[src/rtl/core/xmcrc_pkg.sv]
// ----------------------------------------------------------------------------
// xmcrc_pkg
// Shared types, character codes and the CRC-16 byte step for the XMODEM-CRC
// receiver core.
// ----------------------------------------------------------------------------
package xmcrc_pkg;

  localparam int unsigned PacketBytes = 128;
  localparam int unsigned OffsetW     = $clog2(PacketBytes);
  localparam int unsigned CfgIdxW     = 4;

  localparam logic [7:0]  ChSoh   = 8'h01;
  localparam logic [7:0]  ChEot   = 8'h04;
  localparam logic [7:0]  ChAck   = 8'h06;
  localparam logic [7:0]  ChNak   = 8'h15;
  localparam logic [7:0]  ChCan   = 8'h18;
  localparam logic [7:0]  ChC     = 8'h43;
  localparam logic [7:0]  ByteAll = 8'hFF;
  localparam logic [15:0] CrcPoly = 16'h1021;

  localparam logic [7:0]  HandshakeTriesRst = 8'd20;
  localparam logic [7:0]  PacketTriesRst    = 8'd10;

  typedef enum logic [1:0] {
    OP_START = 2'd0,
    OP_BYTE  = 2'd1,
    OP_TMO   = 2'd2,
    OP_FLASH = 2'd3
  } op_e;

  typedef enum logic [2:0] {
    ST_BUSY     = 3'd0,
    ST_OK       = 3'd1,
    ST_CANCEL   = 3'd2,
    ST_TIMEOUT  = 3'd3,
    ST_TOO_BIG  = 3'd4,
    ST_RETRIES  = 3'd5
  } status_e;

  typedef enum logic [CfgIdxW-1:0] {
    REG_DEST_ADDR  = 4'd0,
    REG_MAX_LEN    = 4'd1,
    REG_HS_TRIES   = 4'd2,
    REG_PKT_TRIES  = 4'd3
  } reg_idx_e;

  typedef enum logic [3:0] {
    PH_IDLE      = 4'd0,
    PH_HS        = 4'd1,
    PH_BLK       = 4'd2,
    PH_BLKC      = 4'd3,
    PH_BADLEAD   = 4'd4,
    PH_DATA      = 4'd5,
    PH_CRCH      = 4'd6,
    PH_CRCL      = 4'd7,
    PH_RETRYLEAD = 4'd8,
    PH_FLASH     = 4'd9,
    PH_LEAD      = 4'd10,
    PH_DONE      = 4'd11
  } phase_e;

  // one result transaction
  typedef struct packed {
    logic               send_valid;
    logic [7:0]         send_byte;
    logic               stage_valid;
    logic [OffsetW-1:0] stage_offset;
    logic [7:0]         stage_byte;
    logic               commit_valid;
    logic [31:0]        commit_addr;
    logic [2:0]         status;
    logic [31:0]        received_bytes;
    logic               long_wait;
  } result_t;

  // msb-first crc-16, eight shift steps per byte
  function automatic logic [15:0] crc16_byte(logic [15:0] crc, logic [7:0] data);
    logic [15:0] c;
    c = crc ^ {data, 8'h00};
    for (int i = 0; i < 8; i++) begin
      c = c[15] ? ({c[14:0], 1'b0} ^ CrcPoly) : {c[14:0], 1'b0};
    end
    return c;
  endfunction

endpackage

[src/rtl/core/xmcrc_evt_if.sv]
// ----------------------------------------------------------------------------
// xmcrc_evt_if
// Event channel into the receiver: op code, received byte, flash status.
// ----------------------------------------------------------------------------
interface xmcrc_evt_if;
  logic       valid;
  logic       ready;
  logic [1:0] op;
  logic [7:0] rx_byte;
  logic       flash_ok;

  modport source (output valid, output op, output rx_byte, output flash_ok, input ready);
  modport sink   (input valid, input op, input rx_byte, input flash_ok, output ready);
endinterface

[src/rtl/core/xmcrc_res_if.sv]
// ----------------------------------------------------------------------------
// xmcrc_res_if
// Result channel out of the receiver: transmit byte, staged data, commit and
// session status.
// ----------------------------------------------------------------------------
interface xmcrc_res_if;
  logic        valid;
  logic        ready;
  logic        send_valid;
  logic [7:0]  send_byte;
  logic        stage_valid;
  logic [6:0]  stage_offset;
  logic [7:0]  stage_byte;
  logic        commit_valid;
  logic [31:0] commit_addr;
  logic [2:0]  status;
  logic [31:0] received_bytes;
  logic        long_wait;

  modport source (
    output valid, output send_valid, output send_byte, output stage_valid,
    output stage_offset, output stage_byte, output commit_valid, output commit_addr,
    output status, output received_bytes, output long_wait, input ready
  );
  modport sink (
    input valid, input send_valid, input send_byte, input stage_valid,
    input stage_offset, input stage_byte, input commit_valid, input commit_addr,
    input status, input received_bytes, input long_wait, output ready
  );
endinterface

[src/rtl/core/xmcrc_cfg_if.sv]
// ----------------------------------------------------------------------------
// xmcrc_cfg_if
// Register write channel: register index and write data.
// ----------------------------------------------------------------------------
interface xmcrc_cfg_if;
  logic        valid;
  logic        ready;
  logic [3:0]  index;
  logic [31:0] data;

  modport source (output valid, output index, output data, input ready);
  modport sink   (input valid, input index, input data, output ready);
endinterface

[src/rtl/core/xmodem_crc_receiver_core.sv]
// result: registered, valid in the cycle after its event transaction is accepted
// throughput: one event per cycle; the result register is refilled as it drains,
//   so a new event is taken whenever the result register is empty or being read
// reset: session state returns to idle, registers take their default values
//   (dest 0, max length 0, 20 handshake tries, 10 packet tries), no result pending
// ----------------------------------------------------------------------------
// xmodem_crc_receiver_core
// XMODEM-CRC receive engine with 128-byte packets, CRC-16 check, data staging
// and flash commit requests.
// ----------------------------------------------------------------------------
module xmodem_crc_receiver_core
  import xmcrc_pkg::*;
(
  input  logic clk_i,
  input  logic rst_ni,
  xmcrc_cfg_if.sink   cfg_i,
  xmcrc_evt_if.sink   evt_i,
  xmcrc_res_if.source res_o
);

  localparam logic [OffsetW-1:0] LastIdx = OffsetW'(PacketBytes - 1);
  localparam logic [31:0]        PktLen  = 32'(PacketBytes);

  // configuration
  logic [31:0] dest_addr_q, max_len_q;
  logic [7:0]  hs_tries_q, pkt_tries_q;

  // session state
  phase_e             phase_q, phase_d;
  logic [7:0]         hs_count_q, hs_count_d;
  logic [7:0]         retry_q, retry_d;
  logic [7:0]         exp_blk_q, exp_blk_d;
  logic [31:0]        total_q, total_d;
  logic [15:0]        crc_q, crc_d;
  logic [7:0]         blk_num_q, blk_num_d;
  logic               blk_fail_q, blk_fail_d;
  logic [OffsetW-1:0] idx_q, idx_d;
  logic [7:0]         crc_hi_q, crc_hi_d;
  logic               data_fail_q, data_fail_d;
  status_e            fstat_q, fstat_d;

  // result register
  logic    res_valid_q;
  result_t res_q, res_d;

  logic evt_fire;
  logic is_byte, is_read;
  logic blkc_bad, crc_bad, too_big;
  op_e  op;

  assign cfg_i.ready = 1'b1;
  assign evt_i.ready = !res_valid_q || res_o.ready;
  assign evt_fire    = evt_i.valid && evt_i.ready;

  assign op      = op_e'(evt_i.op);
  assign is_byte = (op == OP_BYTE);
  assign is_read = (op == OP_BYTE) || (op == OP_TMO);

  assign blkc_bad = !is_byte || blk_fail_q ||
                    (({1'b0, blk_num_q} + {1'b0, evt_i.rx_byte}) != {1'b0, ByteAll});
  assign crc_bad  = !is_byte || data_fail_q || ({crc_hi_q, evt_i.rx_byte} != crc_q);
  assign too_big  = ({1'b0, total_q} + {1'b0, PktLen}) > {1'b0, max_len_q};

  always_ff @(posedge clk_i or negedge rst_ni) begin
    if (!rst_ni) begin
      dest_addr_q <= '0;
      max_len_q   <= '0;
      hs_tries_q  <= HandshakeTriesRst;
      pkt_tries_q <= PacketTriesRst;
    end else if (cfg_i.valid) begin
      case (reg_idx_e'(cfg_i.index))
        REG_DEST_ADDR: dest_addr_q <= cfg_i.data;
        REG_MAX_LEN:   max_len_q   <= cfg_i.data;
        REG_HS_TRIES:  hs_tries_q  <= cfg_i.data[7:0];
        REG_PKT_TRIES: pkt_tries_q <= cfg_i.data[7:0];
        default: ;
      endcase
    end
  end

  // next session state
  always_comb begin
    phase_d     = phase_q;
    hs_count_d  = hs_count_q;
    retry_d     = retry_q;
    exp_blk_d   = exp_blk_q;
    total_d     = total_q;
    crc_d       = crc_q;
    blk_num_d   = blk_num_q;
    blk_fail_d  = blk_fail_q;
    idx_d       = idx_q;
    crc_hi_d    = crc_hi_q;
    data_fail_d = data_fail_q;
    fstat_d     = fstat_q;

    if (op == OP_START) begin
      total_d     = '0;
      exp_blk_d   = 8'd1;
      retry_d     = '0;
      fstat_d     = ST_BUSY;
      crc_d       = '0;
      blk_num_d   = '0;
      blk_fail_d  = 1'b0;
      idx_d       = '0;
      crc_hi_d    = '0;
      data_fail_d = 1'b0;
      if (hs_tries_q == '0) begin
        hs_count_d = '0;
        phase_d    = PH_DONE;
        fstat_d    = ST_TIMEOUT;
      end else begin
        hs_count_d = 8'd1;
        phase_d    = PH_HS;
      end
    end else begin
      case (phase_q)
        PH_HS: if (is_read) begin
          if (is_byte && evt_i.rx_byte == ChSoh) begin
            retry_d    = '0;
            blk_fail_d = 1'b0;
            if (pkt_tries_q != '0) begin
              phase_d = PH_BLK;
            end else begin
              phase_d = PH_DONE;
              fstat_d = ST_RETRIES;
            end
          end else if (is_byte && evt_i.rx_byte == ChCan) begin
            phase_d = PH_DONE;
            fstat_d = ST_CANCEL;
          end else if (hs_count_q >= hs_tries_q) begin
            phase_d = PH_DONE;
            fstat_d = ST_TIMEOUT;
          end else begin
            hs_count_d = hs_count_q + 8'd1;
          end
        end
        PH_BLK: if (is_read) begin
          if (is_byte) blk_num_d = evt_i.rx_byte;
          else blk_fail_d = 1'b1;
          phase_d = PH_BLKC;
        end
        PH_BLKC: if (is_read) begin
          if (blkc_bad) begin
            retry_d = retry_q + 8'd1;
            phase_d = PH_BADLEAD;
          end else begin
            idx_d       = '0;
            crc_d       = '0;
            data_fail_d = 1'b0;
            phase_d     = PH_DATA;
          end
        end
        PH_BADLEAD, PH_RETRYLEAD: if (is_read) begin
          // after a bad block number only a fresh start byte may follow
          if (phase_q == PH_BADLEAD && !(is_byte && evt_i.rx_byte == ChSoh)) begin
            phase_d = PH_DONE;
            fstat_d = ST_RETRIES;
          end else begin
            blk_fail_d = 1'b0;
            if (retry_q < pkt_tries_q) begin
              phase_d = PH_BLK;
            end else begin
              phase_d = PH_DONE;
              fstat_d = ST_RETRIES;
            end
          end
        end
        PH_DATA: if (is_read) begin
          if (is_byte) begin
            crc_d = crc16_byte(crc_q, evt_i.rx_byte);
            if (idx_q == LastIdx) phase_d = PH_CRCH;
            else idx_d = idx_q + OffsetW'(1);
          end else begin
            data_fail_d = 1'b1;
            phase_d     = PH_CRCH;
          end
        end
        PH_CRCH: if (is_read) begin
          if (is_byte) crc_hi_d = evt_i.rx_byte;
          else data_fail_d = 1'b1;
          phase_d = PH_CRCL;
        end
        PH_CRCL: if (is_read) begin
          if (crc_bad) begin
            retry_d = retry_q + 8'd1;
            phase_d = PH_RETRYLEAD;
          end else if (blk_num_q == exp_blk_q) begin
            if (too_big) begin
              phase_d = PH_DONE;
              fstat_d = ST_TOO_BIG;
            end else begin
              phase_d = PH_FLASH;
            end
          end else begin
            phase_d = PH_LEAD;
          end
        end
        PH_FLASH: if (op == OP_FLASH) begin
          if (evt_i.flash_ok) begin
            total_d   = total_q + PktLen;
            exp_blk_d = exp_blk_q + 8'd1;
            phase_d   = PH_LEAD;
          end else begin
            phase_d = PH_DONE;
            fstat_d = ST_TIMEOUT;
          end
        end
        PH_LEAD: if (is_read) begin
          if (is_byte && evt_i.rx_byte == ChEot) begin
            phase_d = PH_DONE;
            fstat_d = ST_OK;
          end else if (is_byte && evt_i.rx_byte == ChCan) begin
            phase_d = PH_DONE;
            fstat_d = ST_CANCEL;
          end else if (is_byte && evt_i.rx_byte == ChSoh) begin
            retry_d    = '0;
            blk_fail_d = 1'b0;
            if (pkt_tries_q != '0) begin
              phase_d = PH_BLK;
            end else begin
              phase_d = PH_DONE;
              fstat_d = ST_RETRIES;
            end
          end
        end
        default: ;
      endcase
    end
  end

  // result of the current transaction
  always_comb begin
    res_d                = '0;
    res_d.status         = (phase_d == PH_DONE) ? fstat_d : ST_BUSY;
    res_d.received_bytes = total_d;
    res_d.long_wait      = (phase_d == PH_HS);

    if (op == OP_START) begin
      if (hs_tries_q != '0) begin
        res_d.send_valid = 1'b1;
        res_d.send_byte  = ChC;
      end
    end else begin
      case (phase_q)
        PH_HS: if (is_read && !(is_byte && (evt_i.rx_byte == ChSoh ||
                                            evt_i.rx_byte == ChCan)) &&
                   hs_count_q < hs_tries_q) begin
          res_d.send_valid = 1'b1;
          res_d.send_byte  = ChC;
        end
        PH_BLKC: if (is_read && blkc_bad) begin
          res_d.send_valid = 1'b1;
          res_d.send_byte  = ChNak;
        end
        PH_DATA: if (is_byte) begin
          res_d.stage_valid  = 1'b1;
          res_d.stage_offset = idx_q;
          res_d.stage_byte   = evt_i.rx_byte;
        end
        PH_CRCL: if (is_read) begin
          if (crc_bad) begin
            res_d.send_valid = 1'b1;
            res_d.send_byte  = ChNak;
          end else if (blk_num_q == exp_blk_q) begin
            if (!too_big) begin
              res_d.commit_valid = 1'b1;
              res_d.commit_addr  = dest_addr_q + total_q;
            end
          end else begin
            // block number other than the expected one (e.g. a duplicate), acknowledged without a write
            res_d.send_valid = 1'b1;
            res_d.send_byte  = ChAck;
          end
        end
        PH_FLASH: if (op == OP_FLASH && evt_i.flash_ok) begin
          res_d.send_valid = 1'b1;
          res_d.send_byte  = ChAck;
        end
        PH_LEAD: if (is_read) begin
          if (is_byte && evt_i.rx_byte == ChEot) begin
            res_d.send_valid = 1'b1;
            res_d.send_byte  = ChAck;
          end else if (!(is_byte && (evt_i.rx_byte == ChCan ||
                                     evt_i.rx_byte == ChSoh))) begin
            res_d.send_valid = 1'b1;
            res_d.send_byte  = ChNak;
          end
        end
        default: ;
      endcase
    end
  end

  always_ff @(posedge clk_i or negedge rst_ni) begin
    if (!rst_ni) begin
      phase_q     <= PH_IDLE;
      hs_count_q  <= '0;
      retry_q     <= '0;
      exp_blk_q   <= 8'd1;
      total_q     <= '0;
      crc_q       <= '0;
      blk_num_q   <= '0;
      blk_fail_q  <= 1'b0;
      idx_q       <= '0;
      crc_hi_q    <= '0;
      data_fail_q <= 1'b0;
      fstat_q     <= ST_BUSY;
    end else if (evt_fire) begin
      phase_q     <= phase_d;
      hs_count_q  <= hs_count_d;
      retry_q     <= retry_d;
      exp_blk_q   <= exp_blk_d;
      total_q     <= total_d;
      crc_q       <= crc_d;
      blk_num_q   <= blk_num_d;
      blk_fail_q  <= blk_fail_d;
      idx_q       <= idx_d;
      crc_hi_q    <= crc_hi_d;
      data_fail_q <= data_fail_d;
      fstat_q     <= fstat_d;
    end
  end

  always_ff @(posedge clk_i or negedge rst_ni) begin
    if (!rst_ni) begin
      res_valid_q <= 1'b0;
    end else if (evt_fire) begin
      res_valid_q <= 1'b1;
    end else if (res_o.ready) begin
      res_valid_q <= 1'b0;
    end
  end

  always_ff @(posedge clk_i) begin
    if (evt_fire) begin
      res_q <= res_d;
    end
  end

  assign res_o.valid          = res_valid_q;
  assign res_o.send_valid     = res_q.send_valid;
  assign res_o.send_byte      = res_q.send_byte;
  assign res_o.stage_valid    = res_q.stage_valid;
  assign res_o.stage_offset   = res_q.stage_offset;
  assign res_o.stage_byte     = res_q.stage_byte;
  assign res_o.commit_valid   = res_q.commit_valid;
  assign res_o.commit_addr    = res_q.commit_addr;
  assign res_o.status         = res_q.status;
  assign res_o.received_bytes = res_q.received_bytes;
  assign res_o.long_wait      = res_q.long_wait;

endmodule
[src/flat_wrapper.sv]
// flat-port wrapper written by rule: the top's interface ports become plain ports
module xmodem_crc_receiver_core_flat import xmcrc_pkg::*;
  (clk_i, rst_ni, cfg_i_valid, cfg_i_index, cfg_i_data, cfg_i_ready, evt_i_valid, evt_i_op, evt_i_rx_byte, evt_i_flash_ok, evt_i_ready, res_o_valid, res_o_send_valid, res_o_send_byte, res_o_stage_valid, res_o_stage_offset, res_o_stage_byte, res_o_commit_valid, res_o_commit_addr, res_o_status, res_o_received_bytes, res_o_long_wait, res_o_ready);
  xmcrc_cfg_if cfg_i_i ();
  xmcrc_evt_if evt_i_i ();
  xmcrc_res_if res_o_i ();
  input  logic clk_i;
  input  logic rst_ni;
  input wire logic [$bits(cfg_i_i.valid)-1:0] cfg_i_valid;
  input wire logic [$bits(cfg_i_i.index)-1:0] cfg_i_index;
  input wire logic [$bits(cfg_i_i.data)-1:0] cfg_i_data;
  output wire logic [$bits(cfg_i_i.ready)-1:0] cfg_i_ready;
  input wire logic [$bits(evt_i_i.valid)-1:0] evt_i_valid;
  input wire logic [$bits(evt_i_i.op)-1:0] evt_i_op;
  input wire logic [$bits(evt_i_i.rx_byte)-1:0] evt_i_rx_byte;
  input wire logic [$bits(evt_i_i.flash_ok)-1:0] evt_i_flash_ok;
  output wire logic [$bits(evt_i_i.ready)-1:0] evt_i_ready;
  output wire logic [$bits(res_o_i.valid)-1:0] res_o_valid;
  output wire logic [$bits(res_o_i.send_valid)-1:0] res_o_send_valid;
  output wire logic [$bits(res_o_i.send_byte)-1:0] res_o_send_byte;
  output wire logic [$bits(res_o_i.stage_valid)-1:0] res_o_stage_valid;
  output wire logic [$bits(res_o_i.stage_offset)-1:0] res_o_stage_offset;
  output wire logic [$bits(res_o_i.stage_byte)-1:0] res_o_stage_byte;
  output wire logic [$bits(res_o_i.commit_valid)-1:0] res_o_commit_valid;
  output wire logic [$bits(res_o_i.commit_addr)-1:0] res_o_commit_addr;
  output wire logic [$bits(res_o_i.status)-1:0] res_o_status;
  output wire logic [$bits(res_o_i.received_bytes)-1:0] res_o_received_bytes;
  output wire logic [$bits(res_o_i.long_wait)-1:0] res_o_long_wait;
  input wire logic [$bits(res_o_i.ready)-1:0] res_o_ready;
  assign cfg_i_i.valid = cfg_i_valid;
  assign cfg_i_i.index = cfg_i_index;
  assign cfg_i_i.data = cfg_i_data;
  assign cfg_i_ready = cfg_i_i.ready;
  assign evt_i_i.valid = evt_i_valid;
  assign evt_i_i.op = evt_i_op;
  assign evt_i_i.rx_byte = evt_i_rx_byte;
  assign evt_i_i.flash_ok = evt_i_flash_ok;
  assign evt_i_ready = evt_i_i.ready;
  assign res_o_valid = res_o_i.valid;
  assign res_o_send_valid = res_o_i.send_valid;
  assign res_o_send_byte = res_o_i.send_byte;
  assign res_o_stage_valid = res_o_i.stage_valid;
  assign res_o_stage_offset = res_o_i.stage_offset;
  assign res_o_stage_byte = res_o_i.stage_byte;
  assign res_o_commit_valid = res_o_i.commit_valid;
  assign res_o_commit_addr = res_o_i.commit_addr;
  assign res_o_status = res_o_i.status;
  assign res_o_received_bytes = res_o_i.received_bytes;
  assign res_o_long_wait = res_o_i.long_wait;
  assign res_o_i.ready = res_o_ready;
  xmodem_crc_receiver_core u_core (.clk_i(clk_i), .rst_ni(rst_ni), .cfg_i(cfg_i_i), .evt_i(evt_i_i), .res_o(res_o_i));
endmodule
[config.mk]
export PLATFORM = sky130hd
export DESIGN_NAME = xmodem_crc_receiver_core_flat
export DESIGN_NICKNAME = d
export VERILOG_FILES = /design/src/rtl/core/xmcrc_pkg.sv /design/src/rtl/core/xmcrc_evt_if.sv /design/src/rtl/core/xmcrc_res_if.sv /design/src/rtl/core/xmcrc_cfg_if.sv /design/src/rtl/core/xmodem_crc_receiver_core.sv /design/src/flat_wrapper.sv
export SDC_FILE = /design/constraint.sdc
export NUM_CORES = 1
export LEC_CHECK = 0
export ABC_AREA = 1
export BUFFER_PORTS_ARGS = -buffer_cell sky130_fd_sc_hd__clkbuf_2
export CORE_MARGIN = 8
export CORE_UTILIZATION = 30
export CTS_CLUSTER_DIAMETER = 80
export DETAILED_ROUTE_END_ITERATION = 16
export PLACE_DENSITY = 0.57
export SLEW_MARGIN = 40
export SYNTH_ARGS = -nofsm -noshare
export SYNTH_HDL_FRONTEND = slang
export SYNTH_SLANG_ARGS = --single-unit
[constraint.sdc]
create_clock -name clk_i -period 6.03 [get_ports clk_i]
set_input_delay 0.603 -clock clk_i [delete_from_list [all_inputs] [get_ports clk_i]]
set_output_delay 0.603 -clock clk_i [all_outputs]
set_load 0.01 [all_outputs]
==> run summary, run 1 <==
### Outcome
* run status: completed

### Timing
* final count of pins violating max slew: 0
* total negative slack: 0 ns
* relative slew slack: 49.47%
* count of endpoints failing hold in the final timing report: 0
* number of setup violations in the final report: 0
* maximum clock frequency: 243.7 MHz
* measured slew at the worst slew-check pin: 0.7579 ns
* RSZ-0062 raised after global routing: false
* minimum clock period: 4.104 ns
* final worst path period share: 68.06%
* Clock Skew: 0.02623 ns

### Floorplan
* number of core rows: 86
* Horiz. Die Dim: 252.7 um
* standard cell core area: 0.05520 mm2
* starting utilization of the core area: 30.44%
* area of the die: 0.06384 mm2
* IO Count: 149
* die outline height: 252.7 um

### Logic synthesis
* cell area after synthesis: 0.01680 mm2
* ys async rst share: 67.03%
* number of storage elements in the synthesis netlist: 276
* number of synthesized flops with an enable pin: 91
* Seq/Total Area, Yosys: 43.85%
* Synth Warn #: 0
* Syn Area/Cell: 7.934 um2
* number of instances in the synthesized netlist: 2118
* dominant register cell in the synthesized netlist: sky130_fd_sc_hd__dfrtp_1
* Cell variety after synth: 65

### Clock tree
* TritonCTS clock tree: done
* number of hold buffers added after cts: 0
* clock buffers created by TritonCTS: 38
* post_cts resized: 0
* cell at the root of the clock tree: sky130_fd_sc_hd__clkbuf_16
* Clk Latency, worst-skew pair: 0.56 ns
* clock transition at the registers of the reported paths: 0.06 ns
* Post-CTS Repair Setup Buffers: 0
* number of H-tree levels: 2
* clk buf depth: 3
* Num Clock Sinks: 276

### Route
* wire per inst: 16.56 um
* total routed wirelength: 50290 um
* number of nets still failing antenna checks after routing: 0
* DR pass1 iterations: 5
* detailed-route vias per instance: 4.807
* # DRC: 0
* DRC violation total after the first TritonRoute iteration: 946
* vias after detailed routing: 14600

### Pwr
* leakage power: 9.213 nW
* overall power after layout: 6.764 mW
* pwr dens: 343.7 mW/mm2
* worst supply voltage drop on vdd: 0.1758 mV

### Global route
* global-route wire length before repair: 79810 um
* antenna violations before repair: 0
* global-route usage over all layers: 15.60%
* maximum number of pins on one net before global-route repair: 114
* remaining global-route overflow: 0
* via count of the first global-routing pass: 14580

### Setup path
* maximum fanout encountered on the critical timing path: 21
* CP Capture Type: register
* worst setup path category: reg2reg
* data arrival time of the critical path: 4.50 ns
* Worst EP required: 6.43 ns
* startpoint type of the worst setup path: register

### Placed design
* IO Port Bufs: 144
* detailed placer's ending HPWL: 38110 um
* Final Wtd Congestion: 0.8848

### Cells and area
* number of nets at the end of the flow: 2407
* # fillers: 5789
* antenna cell count: 0
* fraction of layout instances using a drive strength above 1: 13.89%
* Synth-to-Final Area Change: 17.11%

### Job
* number of max-capacitance violations reported: 0

### Hold path
* class of the worst hold path: in2async

==> layer usage <==
layer	track usage [%]	wire, um	vias to the layer above
li1	-	-	7269
met1	20.08	22420	6865
met2	26.62	23910	387
met3	2.704	2762	79
met4	4.530	1193	0
met5	0	0	-
==> registers in the layout, indices dropped and copies added (netlist names), 16 cells and up <==
signal and cells:
u_core.res_o.commit_addr 32, u_core.total_q 32, u_core.max_len_q 32, u_core.res_o.received_bytes 32, u_core.crc_q 16, u_core.dest_addr_q 32
==> per-stage QoR <==
step,utilization (%),instance area [um2],std cells,setup WS [ns],hold WS (ns)
6_report,35.65,19680,3037,1.926,0.01917
2_1_floorplan,-,16810,2120,2.904,0.3074
4_1_cts,35.65,19680,3037,1.920,0.05147
3_3_place_gp,33.18,18320,2967,2.099,0.4704
5_1_grt,35.65,19680,3037,1.449,0.05550
3_5_place_dp,33.23,18350,2967,1.951,0.4775
==> logic make-up after synthesis <==
kind of cell / count (synthesis) / synth area share (%)
AO/OA/AOI/OAI: 413 / 13.21
XOR/XNOR: 63 / 3.283
adder cells (fa/ha/maj): 96 / 7.237
flip-flops: 276 / 43.85
other: 2 / 0.04469
AND/OR/NAND/NOR: 919 / 24.32
buffers and inverters: 349 / 8.063
==> final cells by class <==
cell class	instances	area, um2	share of cell area [%]
multi-input cells	1495	8120	41.26
flip-flops and latches	276	7368	37.44
inverters	297	1127	5.728
clock buffers	48	1091	5.544
well taps	748	935.9	4.756
repair buffers	151	797.0	4.050
clock inverters	22	240.2	1.221
==> where the power goes <==
part	switching (mW)	leakage (nW)	internal, mW
combinational	1.24	5.23	0.666
clock	0.915	0.655	1.43
sequential	0.265	3.33	2.25
total	2.42	9.21	4.34
==> cells in the mapped netlist (12+ instances only) <==
library cell / n / area (um2)
sky130_fd_sc_hd__nor2_1: 202 / 758.2
sky130_fd_sc_hd__ha_1: 94 / 1176
sky130_fd_sc_hd__o21ai_1: 23 / 115.1
sky130_fd_sc_hd__a21oi_1: 127 / 635.6
sky130_fd_sc_hd__nand3_1: 75 / 375.4
sky130_fd_sc_hd__inv_2: 19 / 71.32
sky130_fd_sc_hd__inv_1: 274 / 1028
sky130_fd_sc_hd__o21a_1: 12 / 90.09
sky130_fd_sc_hd__nand2_1: 479 / 1798
sky130_fd_sc_hd__xnor2_1: 18 / 157.7
sky130_fd_sc_hd__clkbuf_1: 35 / 131.4
sky130_fd_sc_hd__nor3_1: 44 / 220.2
sky130_fd_sc_hd__nand4_1: 40 / 250.2
sky130_fd_sc_hd__o21ai_0: 213 / 1066
sky130_fd_sc_hd__or2_2: 12 / 75.07
sky130_fd_sc_hd__xor2_1: 45 / 394.1
sky130_fd_sc_hd__dfrtp_1: 180 / 4504
sky130_fd_sc_hd__edfxtp_1: 91 / 2733
==> path summary, 6_finish.rpt <==
path	start	to	slack [ns]	depth (start not counted)
worst max-delay path	u_core.total_q[7]	u_core.res_o.commit_addr[18]	1.93	21
worst min-delay path	rst_ni	u_core.crc_q[14]	0.02	1
worst max register to register	u_core.total_q[7]	u_core.res_o.commit_addr[18]	1.93	21
worst min register to register	u_core.dest_addr_q[28]	u_core.dest_addr_q[28]	0.49	2
max in group asynchronous	rst_ni	u_core.max_len_q[27]	5.01	2
min in group clk_i	cfg_i_data[28]	u_core.dest_addr_q[28]	0.32	3
==> worst max-delay path, cell delays in order (launching register included) <==
cell	delay, ns
sky130_fd_sc_hd__dfrtp_1	0.43
sky130_fd_sc_hd__ha_1	0.19
sky130_fd_sc_hd__nand2_1	0.08
sky130_fd_sc_hd__nor2_1	0.14
sky130_fd_sc_hd__inv_2	0.07
sky130_fd_sc_hd__nor2_1	0.16
sky130_fd_sc_hd__nand4_1	0.22
sky130_fd_sc_hd__nor2_2	0.22
sky130_fd_sc_hd__nand3_1	0.15
sky130_fd_sc_hd__nor2_1	0.15
sky130_fd_sc_hd__xor2_1	0.08
sky130_fd_sc_hd__ha_1	0.28
sky130_fd_sc_hd__nand2_1	0.04
sky130_fd_sc_hd__nor2_1	0.13
sky130_fd_sc_hd__nand4_1	0.14
sky130_fd_sc_hd__nor2_1	0.16
sky130_fd_sc_hd__nand4_1	0.14
sky130_fd_sc_hd__nand2_1	0.13
sky130_fd_sc_hd__nand3_2	0.40
sky130_fd_sc_hd__inv_2	0.35
sky130_fd_sc_hd__o21ai_0	0.12
sky130_fd_sc_hd__a21oi_1	0.14
==> placed cells by master, fill, tap and decap left out, types with 4 or more instances in the layout <==
cell type	n
sky130_fd_sc_hd__clkbuf_8	6
sky130_fd_sc_hd__nor2_2	10
sky130_fd_sc_hd__and3_1	4
sky130_fd_sc_hd__o21ai_0	213
sky130_fd_sc_hd__o21ai_1	23
sky130_fd_sc_hd__clkinv_4	4
sky130_fd_sc_hd__o211ai_1	4
sky130_fd_sc_hd__clkbuf_2	143
sky130_fd_sc_hd__or2_2	12
sky130_fd_sc_hd__clkbuf_16	41
sky130_fd_sc_hd__inv_1	273
sky130_fd_sc_hd__nand3_1	72
sky130_fd_sc_hd__nand2_2	10
sky130_fd_sc_hd__ha_1	93
sky130_fd_sc_hd__edfxtp_1	91
sky130_fd_sc_hd__conb_1	4
sky130_fd_sc_hd__dfrtp_1	180
sky130_fd_sc_hd__dfstp_2	5
sky130_fd_sc_hd__xnor2_1	18
sky130_fd_sc_hd__o21a_1	12
sky130_fd_sc_hd__nor4_1	4
sky130_fd_sc_hd__nor2_1	202
sky130_fd_sc_hd__nand3_2	8
sky130_fd_sc_hd__o31ai_1	7
sky130_fd_sc_hd__nand4_1	40
sky130_fd_sc_hd__a21oi_1	127
sky130_fd_sc_hd__nand2_1	479
sky130_fd_sc_hd__nor2_4	10
sky130_fd_sc_hd__buf_4	6
sky130_fd_sc_hd__nor3_1	44
sky130_fd_sc_hd__xor2_1	45
sky130_fd_sc_hd__inv_2	19
sky130_fd_sc_hd__clkinv_2	9
Note: power is estimated with default switching activity, not from simulation.
==> run 2: changes to the inputs <==
Settings changed: ABC_AREA 1 to 0.
Clock period 6.03 ns to 3.8 ns, I/O delays scaled along.
==> run 2 against run 1 <==
  * The run now ends with negative setup slack left
  * Worst hold slack better by 0.050 ns
  * Fmax up 0.19%
  * Worst setup slack worse by 2.2 ns
  * Synthesized cell count down 24%
  * Wire length down 11%
  * First-iteration DRC count down 5.8%
  * Clock power up 43%
  * Utilization up 0.92 points
  * Cell area down 2.7%
==> run summary, run 2 <==
### Route
* total routed wirelength: 44980 um, was 50290 um
* wire per inst: 17.84 um, was 16.56 um
* # DRC: 0, unchanged
* Met3 Routed Length: 2322 um, was 2762 um
* uppermost routed layer: met5, was met4
* Post-Route M1 WL: 20420 um, was 22420 um
* DRC violation total after the first TritonRoute iteration: 891, was 946
* vias after detailed routing: 12620, was 14600
* number of nets still failing antenna checks after routing: 0, unchanged
* Detail Route met2 WL: 21040 um, was 23910 um
* detailed-route vias per instance: 5.004, was 4.807
* DR pass1 iterations: 7, was 5

### Setup path
* Crit Reg-Reg Startpoint: u_core.total_q[8], was u_core.total_q[7]
* data arrival time of the critical path: 4.49 ns, was 4.50 ns
* cell-by-cell listing of the critical path: ha_4, nand3_4, nor4_4, nand3_2, nor3_4, nand3_2, or2_4, nor2_4, xor2_1, ha_1, and3_4, a221o_1, a311o_1, a2111oi_4, buf_4, nor2_1, a31oi_1, o311a_1, o21a_1, was ha_1, nand2_1, nor2_1, inv_2, nor2_1, nand4_1, nor2_2, nand3_1, nor2_1, xor2_1, ha_1, nand2_1, nor2_1, nand4_1, nor2_1, nand4_1, nand2_1, nand3_2, inv_2, o21ai_0, a21oi_1
* FF-to-FF path depth: 19, was 21
* maximum fanout encountered on the critical timing path: 3, was 21
* most repeated library cell on the critical path: sky130_fd_sc_hd__nand3_2, was sky130_fd_sc_hd__nor2_1
* CP Capture Type: register, unchanged
* CP max stage delay: 0.41 ns, was 0.43 ns
* crit path buf inv count: 1, was 2
* Worst EP required: 4.20 ns, was 6.43 ns
* cell with the largest stage delay on the worst path: sky130_fd_sc_hd__dfrtp_1, unchanged
* worst setup path category: reg2reg, unchanged
* setup slack of the most critical reg-to-reg path: -0.30 ns, was 1.93 ns
* endpoint of the worst-slack reg-to-reg timing path: u_core.res_o.status[0], was u_core.res_o.commit_addr[18]
* instance count on the critical path: 19, was 21
* delay-heaviest family, CP: compound AO/OA/AOI/OAI gates, was simple AND/OR/NAND/NOR gates
* startpoint type of the worst setup path: register, unchanged

### Floorplan
* starting utilization of the core area: 30.19%, was 30.44%
* standard cell core area: 0.05234 mm2, was 0.05520 mm2
* IO Count: 149, unchanged
* Horiz. Die Dim: 245.5 um, was 252.7 um
* area of the die: 0.06028 mm2, was 0.06384 mm2
* die outline height: 245.5 um, was 252.7 um
* number of core rows: 84, was 86

### Timing
* RSZ-0062 raised after global routing: true, was false
* number of setup violations in the final report: 41, was 0
* final worst path period share: 107.8%, was 68.06%
* measured slew at the worst slew-check pin: 0.8775 ns, was 0.7579 ns
* final count of pins violating max slew: 0, unchanged
* crit path setup slack, layout: -0.2959 ns, was 1.926 ns
* maximum clock frequency: 244.1 MHz, was 243.7 MHz
* Clock Skew: 0.01123 ns, was 0.02623 ns
* minimum clock period: 4.096 ns, was 4.104 ns
* relative slew slack: 40.88%, was 49.47%
* Post-Route Hold Slack: 0.06914 ns, was 0.01917 ns
* count of endpoints failing hold in the final timing report: 0, unchanged

### Pwr
* overall power after layout: 9.700 mW, was 6.764 mW
* Sw Pwr: 3.130 mW, was 2.422 mW
* Sequential Power Share: 39.7%, was 37.2%
* switching part of the total power: 32.26%, was 35.81%
* pwr dens: 506.7 mW/mm2, was 343.7 mW/mm2
* leakage power: 8.639 nW, was 9.213 nW
* combinational cell fraction of total power: 25.7%, was 28.2%
* clock share of power: 34.5%, was 34.6%
* Internal Power: 6.570 mW, was 4.341 mW
* worst supply voltage drop on vdd: 0.2483 mV, was 0.1758 mV

### Cells and area
* most frequent cells in the layout: sky130_fd_sc_hd__nand2_1 (215), sky130_fd_sc_hd__dfrtp_1 (180), sky130_fd_sc_hd__clkbuf_2 (143), sky130_fd_sc_hd__nor2_1 (123), sky130_fd_sc_hd__o21ai_0 (109), was sky130_fd_sc_hd__nand2_1 (479), sky130_fd_sc_hd__inv_1 (273), sky130_fd_sc_hd__o21ai_0 (213), sky130_fd_sc_hd__nor2_1 (202), sky130_fd_sc_hd__dfrtp_1 (180)
* final standard cell utilization of the core: 36.57%, was 35.65%
* number of nets at the end of the flow: 1955, was 2407
* Synth-to-Final Area Change: 21.12%, was 17.11%
* final instance area: 0.01914 mm2, was 0.01968 mm2
* # fillers: 5308, was 5789
* fraction of layout instances using a drive strength above 1: 22.15%, was 13.89%
* antenna cell count: 0, unchanged
* most frequent standard cell in the layout excluding fill and tap cells: sky130_fd_sc_hd__nand2_1, unchanged
* final cell count without fillers: 2521, was 3037

### Logic synthesis
* number of instances in the synthesized netlist: 1610, was 2118
* Syn Area/Cell: 9.816 um2, was 7.934 um2
* dominant register cell in the synthesized netlist: sky130_fd_sc_hd__dfrtp_1, unchanged
* number of synthesized flops with an enable pin: 91, unchanged
* number of storage elements in the synthesis netlist: 276, unchanged
* leading cell types by total area after synthesis: sky130_fd_sc_hd__dfrtp_1 (29%), sky130_fd_sc_hd__edfxtp_1 (17%), sky130_fd_sc_hd__ha_1 (7.4%), was sky130_fd_sc_hd__dfrtp_1 (27%), sky130_fd_sc_hd__edfxtp_1 (16%), sky130_fd_sc_hd__nand2_1 (11%)
* ys async rst share: 67.03%, unchanged
* commonest cells in the netlist: sky130_fd_sc_hd__nand2_1 (215), sky130_fd_sc_hd__dfrtp_1 (180), sky130_fd_sc_hd__nor2_1 (128), sky130_fd_sc_hd__o21ai_0 (111), sky130_fd_sc_hd__ha_1 (94), was sky130_fd_sc_hd__nand2_1 (479), sky130_fd_sc_hd__inv_1 (274), sky130_fd_sc_hd__o21ai_0 (213), sky130_fd_sc_hd__nor2_1 (202), sky130_fd_sc_hd__dfrtp_1 (180)
* post-synthesis cell type with the largest combined area: sky130_fd_sc_hd__dfrtp_1, unchanged
* cell area after synthesis: 0.01580 mm2, was 0.01680 mm2
* area share of the leading cell type in the synthesized netlist: 28.50%, was 26.80%
* Seq/Total Area, Yosys: 46.62%, was 43.85%
* Synth Warn #: 0, unchanged
* top-count cell post-synth: sky130_fd_sc_hd__nand2_1, unchanged
* Cell variety after synth: 79, was 65

### Placed design
* Final Wtd Congestion: 0.9015, was 0.8848
* placed standard-cell area: 0.01785 mm2, was 0.01835 mm2
* detailed placer's ending HPWL: 33840 um, was 38110 um
* IO Port Bufs: 144, unchanged
* Placed Cells incl. Taps: 2452, was 2967

### Outcome
* failing checks: negative setup slack
* run status: complete, but fails checks, was completed

### Clock tree
* Clk Latency, worst-skew pair: 0.53 ns, was 0.56 ns
* number of H-tree levels: 2, unchanged
* cell at the root of the clock tree: sky130_fd_sc_hd__clkbuf_16, unchanged
* TritonCTS clock tree: done, unchanged
* clk buf depth: 3, unchanged
* clock buffers created by TritonCTS: 34, was 38
* Num Clock Sinks: 276, unchanged
* clock transition at the registers of the reported paths: 0.06 ns, about the same

### Global route
* maximum number of pins on one net before global-route repair: 99, was 114
* remaining global-route overflow: 0, unchanged
* via count of the first global-routing pass: 12710, was 14580
* global-route wire length before repair: 71240 um, was 79810 um
* antenna violations before repair: 3, was 0
* global-route usage over all layers: 14.74%, was 15.60%

### Job
* number of max-capacitance violations reported: 0, unchanged

### Hold path
* class of the worst hold path: in2reg, was in2async
* min-delay src: evt_i_valid
* hold-critical path depth: 2
* worst-case hold path end point: u_core.res_o.valid

[run 2: cell types whose count changed in the layout (fill, tap and decap cells not counted), moves of 65 or more]
| cell | change |
|---|---|
| sky130_fd_sc_hd__nand2_1 | -264 |
| sky130_fd_sc_hd__inv_1 | -204 |
| sky130_fd_sc_hd__o21ai_0 | -104 |
| sky130_fd_sc_hd__nor2_1 | -79 |
| sky130_fd_sc_hd__buf_4 | +75 |
| sky130_fd_sc_hd__mux2_2 | +65 |
[run 2: power groups by stage]
stage               clock network, mW  logic (mW)  registers [mW]
global placement                    0        2.41            3.90
CTS                              3.45        2.48            3.86
detailed placement                  0        2.45            3.91
global route                     3.57        2.80            3.91
finish                           3.35        2.50            3.85
floorplan                           0        1.73            3.81
[run 2: per-layer routing]
| layer | GRT usage [%] | vias up |
|---|---|---|
| li1 | - | 6104 |
| met1 | 19.53 | 6125 |
| met2 | 24.11 | 306 |
| met3 | 2.943 | 76 |
| met4 | 4.425 | 4 |
| met5 | 0 | - |
[run 2: cells by family (layout without fill, tap and decap cells)]
logic type,Yosys count,in the layout,share of synthesized area [%]
mux,67,67,4.758
xor+xnor,129,129,7.149
other cells,2,4,0.04752
fa+ha+maj,96,96,7.695
simple gates,571,571,17.27
compound gates,327,327,12.96
flops,276,276,46.62
buf+inv,142,363,3.491
[run 2: metrics by stage]
step | setup WS (ns) | TNS [ns]
floorplan | -0.2417 | -1.300
global placement | -0.2128 | -1.668
detailed placement | -0.3075 | -4.400
CTS | -0.2757 | -7.132
global route | -0.5224 | -17.02
finish | -0.2959 | -7.633
[run 2: timing repair]
item                                   in CTS  in global routing
gates resized for setup                     5                 15
setup buffers                               3                  3
endpoints found under the hold margin      89                  0
setup endpoints to repair                  40                 41
cloned                                      0                  0
hold buffers                                1                  0
pin swaps                                   0                  6
[run 2: final cells by class]
type                       count  area (um2)  share of cell area (%)
clock buffer                  48        1018                   5.321
clock inverter                14       147.6                  0.7713
inverter                      71       269.0                   1.405
multi-input combinational   1194        8060                   42.11
sequential                   276        7368                   38.49
tap                          688       860.8                   4.497
timing repair buffer         230        1418                   7.406
[run 2: worst reg2reg max path, delay by kind of cell, from the launching register on]
family | cells | cell delay (ns)
adder cells (fa/ha/maj) | 2 | 0.44
XOR/XNOR | 1 | 0.17
AO/OA/AOI/OAI | 6 | 1.47
AND/OR/NAND/NOR | 9 | 1.30
buffers and inverters | 1 | 0.17
flip-flops | 1 | 0.41
[run 2: worst max-delay path by stage]
| stage | from | slack, ns | end |
|---|---|---|---|
| finish | u_core.total_q[8] | -0.30 | u_core.res_o.status[0] |
| global route | u_core.total_q[8] | -0.52 | u_core.res_o.status[1] |
| CTS | u_core.total_q[8] | -0.28 | u_core.res_o.status[1] |
| detailed placement | u_core.total_q[8] | -0.31 | u_core.res_o.status[1] |
| global placement | u_core.total_q[15] | -0.21 | u_core.res_o.status[1] |
| floorplan | u_core.total_q[15] | -0.24 | u_core.res_o.status[1] |
